## src/rtl/tsht_pkg.sv

```systemverilog
`default_nettype none
package tsht_pkg;

    localparam int OP_W     = 3;
    localparam int COORD_W  = 16;
    localparam int SPAN_W   = 12;
    localparam int SCOLS_W  = 13;
    localparam int PADDR_W  = 2;
    localparam int PDATA_W  = 32;

    localparam logic [PADDR_W-1:0] ADDR_SCREEN_COLS = 2'd0;
    localparam logic [SCOLS_W-1:0] SCREEN_COLS_RESET = 13'd80;

    typedef enum logic [OP_W-1:0] {
        OP_CLEAR  = 3'd0,
        OP_START  = 3'd1,
        OP_UPDATE = 3'd2,
        OP_FINISH = 3'd3,
        OP_QUERY  = 3'd4
    } op_t;

    typedef struct packed {
        logic                      active;
        logic                      rect_mode;
        logic signed [COORD_W-1:0] anchor_col;
        logic signed [COORD_W-1:0] anchor_row;
        logic signed [COORD_W-1:0] end_col;
        logic signed [COORD_W-1:0] end_row;
    } sel_t;

    typedef struct packed {
        logic              row_hit;
        logic [SPAN_W-1:0] span_start;
        logic [SPAN_W-1:0] span_end;
        logic              cell_selected;
    } hit_t;

endpackage
`default_nettype wire

```

## src/rtl/tsht_span.sv

```systemverilog
`default_nettype none
module tsht_span #(
    parameter int WIDTH_W = 13
) (
    input  tsht_pkg::sel_t                      sel,
    input  logic [WIDTH_W-1:0]                  sel_width,
    input  logic signed [tsht_pkg::COORD_W-1:0] col,
    input  logic signed [tsht_pkg::COORD_W-1:0] row,
    output tsht_pkg::hit_t                      hit
);
    import tsht_pkg::*;

    localparam int EXT_W = COORD_W + 1;

    logic signed [COORD_W-1:0] top_row;
    logic signed [COORD_W-1:0] bot_row;
    logic signed [COORD_W-1:0] top_x;
    logic signed [COORD_W-1:0] bot_x;
    logic signed [COORD_W-1:0] min_x;
    logic signed [COORD_W-1:0] max_x;
    logic                      down;
    logic                      in_rows;
    logic signed [EXT_W-1:0]   w_ext;
    logic signed [EXT_W-1:0]   w_m1;
    logic signed [EXT_W-1:0]   col_ext;
    logic signed [EXT_W-1:0]   xs_raw;
    logic signed [EXT_W-1:0]   xe_raw;
    logic signed [EXT_W-1:0]   xs;
    logic signed [EXT_W-1:0]   xe;
    logic                      row_hit;

    always_comb
    begin
        down    = sel.anchor_row <= sel.end_row;
        top_row = down ? sel.anchor_row : sel.end_row;
        bot_row = down ? sel.end_row : sel.anchor_row;
        top_x   = down ? sel.anchor_col : sel.end_col;
        bot_x   = down ? sel.end_col : sel.anchor_col;
        min_x   = (sel.anchor_col <= sel.end_col) ? sel.anchor_col : sel.end_col;
        max_x   = (sel.anchor_col <= sel.end_col) ? sel.end_col : sel.anchor_col;
        in_rows = sel.active && (row >= top_row) && (row <= bot_row);
        w_ext   = $signed(EXT_W'(sel_width));
        w_m1    = w_ext - EXT_W'(1);
        col_ext = EXT_W'(col);

        if (sel.rect_mode || (top_row == bot_row))
        begin
            xs_raw = EXT_W'(min_x);
            xe_raw = EXT_W'(max_x);
        end
        else if (row == top_row)
        begin
            xs_raw = EXT_W'(top_x);
            xe_raw = w_m1;
        end
        else if (row == bot_row)
        begin
            xs_raw = '0;
            xe_raw = EXT_W'(bot_x);
        end
        else
        begin
            xs_raw = '0;
            xe_raw = w_m1;
        end

        xs = (xs_raw < 0) ? '0 : xs_raw;
        xe = (xe_raw >= w_ext) ? w_m1 : xe_raw;
        row_hit = in_rows && (xs <= xe);

        hit.row_hit       = row_hit;
        hit.span_start    = row_hit ? xs[SPAN_W-1:0] : '0;
        hit.span_end      = row_hit ? xe[SPAN_W-1:0] : '0;
        hit.cell_selected = row_hit && (col_ext >= xs) && (col_ext <= xe);
    end

endmodule
`default_nettype wire

```

## config.mk

```make
export PLATFORM = sky130hd
export DESIGN_NAME = tsht_span
export DESIGN_NICKNAME = d
export VERILOG_FILES = /design/src/rtl/tsht_pkg.sv /design/src/rtl/tsht_span.sv
export SDC_FILE = /design/constraint.sdc
export NUM_CORES = 1
export LEC_CHECK = 0
export ABC_AREA = 1
export BUFFER_PORTS_ARGS = -buffer_cell sky130_fd_sc_hd__buf_2
export CORE_ASPECT_RATIO = 1.5
export CORE_UTILIZATION = 57
export DETAILED_ROUTE_END_ITERATION = 8
export PLACE_DENSITY = 0.87
export SLEW_MARGIN = 10
export SYNTH_ARGS = -nofsm -noshare
export SYNTH_HDL_FRONTEND = slang
export SYNTH_SLANG_ARGS = --single-unit
```

## constraint.sdc

```tcl
create_clock -name vclk -period 6.9
set_input_delay 0 -clock vclk [all_inputs]
set_output_delay 0 -clock vclk [all_outputs]
set_load 0.03 [all_outputs]
```

==> impl_metrics.tcl <==
set metrics [dict create \
    worstHoldStart "col[15]" \
    grt_start_max_net_pins 58 \
    dp_cells 1139 \
    final-seq-area_um2 0 \
    hold_viol_final 0 \
    cp-end-kind "output pin" \
    grt_pass1_vias 6126 \
    finalCritPeriodShare 1.01 \
    setup_viol 16 \
    nNetsFinal 1296 \
    worst_pin_slew_ns 1.22 \
    leakage_nw 3.73 \
    yosys.area.top_type_share 0.298 \
    n_fill_cell 726 \
    startpoint_type "input port" \
    wl_met1_mm 6.43 \
    cp_max_fo 16 \
    numPortBuffers 137 \
    criticalPathCategory "input port to output pin" \
    antenna_found_initial 0 \
    max_stage_delay_ns 0.41 \
    peakVddDrop_mv 0.0819 \
    routed_wirelength_mm 18.9 \
    finalMaxSlewViolations 0 \
    grt_pass1_wl_mm 26.1 \
    syn_to_final_growth_pct 26.3 \
    status "finished, violations left" \
    wl_per_cell_um 16.2 \
    ys_seq_area_frac 0 \
    yosysUniqueCellTypes 38 \
    stdcell_count 1169 \
    min_path_type "input port to output pin" \
    slew_headroom 0.185 \
    netlist_instances 912 \
    required_ns 6.90 \
    drc_errors 0 \
    route.met2.wl_mm 9.40 \
    gp_congestion 1.03 \
    ios 137 \
    drtIter0Drc 800 \
    syn_area_mm2 0.00521 \
    avgViaCountPerCell 6.00 \
    overflow 0 \
    hold_depth 6 \
    row_count 42 \
    die_x_um 80.0 \
    syn_nets 1147 \
    clock_buffers 0 \
    cp.arrival_ns 7.00 \
    met3_length_mm 1.55 \
    fp.dieH_um 119 \
    dieArea_mm2 0.00953 \
    fin_ws_ns -0.102 \
    n_antenna_cell 0 \
    top_layer "met4" \
    powerDensity_mw_per_mm2 113 \
    crit_path_frequent_cell "nand2_1" \
    postCtsHoldBufs 0 \
    fmax_mhz 143 \
    finalPower_uw 740 \
    dp.final_hpwl_mm 14.0 \
    violations "negative setup slack" \
    syn_area_per_cell_um2 5.71 \
    fin_setup_tns_ns -0.820 \
    drive_gt1_frac 0.237 \
    drv_cap 0 \
    pre_cts_slack_ns -0.0400 \
    rsz0062_at_grt "yes" \
    yosys-top-cells-area "ha_1 30%, nand2_1 17%, inv_1 9.4%" \
    start_util 0.590 \
    min_to "hit[0]" \
    synth_top_area_cell "ha_1" \
    yosysWarnings 0 \
    core_mm2 0.00883 \
    vias 7012 \
    track_usage 0.340 \
    final_core_util 0.745 \
    drtAntennaViolNets 0 \
    firstDrtPassIters 6 \
    min_period_ns 7.00 \
    seq_cells 0 \
    crit_slowest_cell "a21oi_1" \
    critPathLaunch "sel[15]" \
]
-- critical path, delay by kind of cell --
kind                     cells  cell delay, ns
AO/OA/AOI/OAI                8            1.49
adder cells (fa/ha/maj)      4            1.18
buffers and inverters        9            1.21
AND/OR/NAND/NOR             24            3.12
-- synth_stat cells (all sizes together) (2+ instances only) --
cell type and count:
buf 20, a21oi 90, nand3 40, clkbuf 12, o211ai 16, nand3b 5
nand4 18, nor2 67, a211oi 4, inv 135, a22oi 10, xor2 10
ha 124, nor4 3, nand2 244, a32oi 2, o21bai 3, o21ai 87
nor3 13, a21boi 2
-- per-layer routing --
layer  vias up  track usage
met5         -            0
met4         0        0.228
met3       142       0.0360
met2       420        0.628
met1      3077        0.349
li1       3373            -
-- kinds of logic after synthesis --
family	share of synthesized area
AOI/OAI and AO/OA	0.231
buffers and inverters	0.130
xor gates and xnor gates	0.0185
adders and majority gates	0.298
and+or+nand+nor	0.323
-- final cells by class --
| class | instances | area [µm²] | share of cell area |
|---|---|---|---|
| Multi-Input combinational cell | 748 | 4860 | 0.739 |
| Inverter | 136 | 514 | 0.0782 |
| Timing Repair inverter | 1 | 7.51 | 0.00114 |
| Timing Repair Buffer | 174 | 1060 | 0.161 |
| Tap cell | 110 | 138 | 0.0209 |
-- per-stage QoR --
stage	hold slack [ns]	area [µm²]
final	0.499	6570
after global routing	0.535	6570
after CTS	0.498	5960
after detailed placement	0.495	5950
after global placement	0.493	5950
after floorplan	0.256	5210
-- where the power goes --
group	switching (mW)	internal [mW]	total, mW	leakage [nW]
Clock	0	0	0	0
Combinational	0.463	0.277	0.740	3.73
Sequential	0	0	0	0
Total	0.463	0.277	0.740	3.73
-- how the worst max path moves through the flow --
| stage | depth (start not counted) | slack (ns) | to |
|---|---|---|---|
| 3_3_place_gp | 47 | 0.13 | hit[5] |
| 5_1_grt | 45 | -0.53 | hit[5] |
| 6_report | 45 | -0.10 | hit[17] |
| 2_1_floorplan | 48 | 0.45 | hit[10] |
| 3_5_place_dp | 47 | -0.04 | hit[5] |
| 4_1_cts | 47 | 0.03 | hit[5] |
-- what timing repair did --
action                                  in CTS  in global routing
endpoints found under the setup margin      24                 26
buffers inserted                             0                 25
endpoints found under the hold margin        0                  0
cloned                                       0                  5
pin swaps                                    0                 34
gates resized for setup                      1                115
-- cells in the final DEF (no fill, tap or decap), types with 3 or more instances in the layout --
cell and n:
a211oi_1 4, nand4_1 18, inv_1 128, ha_1 119, nor3_1 9, nand3_1 34
nand2_2 14, a21oi_1 80, ha_4 5, nand2_1 228, inv_2 6, buf_6 12
o21bai_1 3, nor2_2 10, a21oi_2 10, o21ai_1 6, buf_2 120, nand3_4 4
nand3b_1 5, a22oi_2 9, nor2_1 55, o211ai_1 16, nand3_2 5, o21ai_0 80
buf_4 39, xor2_1 10
(Power assumes the default switching activity.)
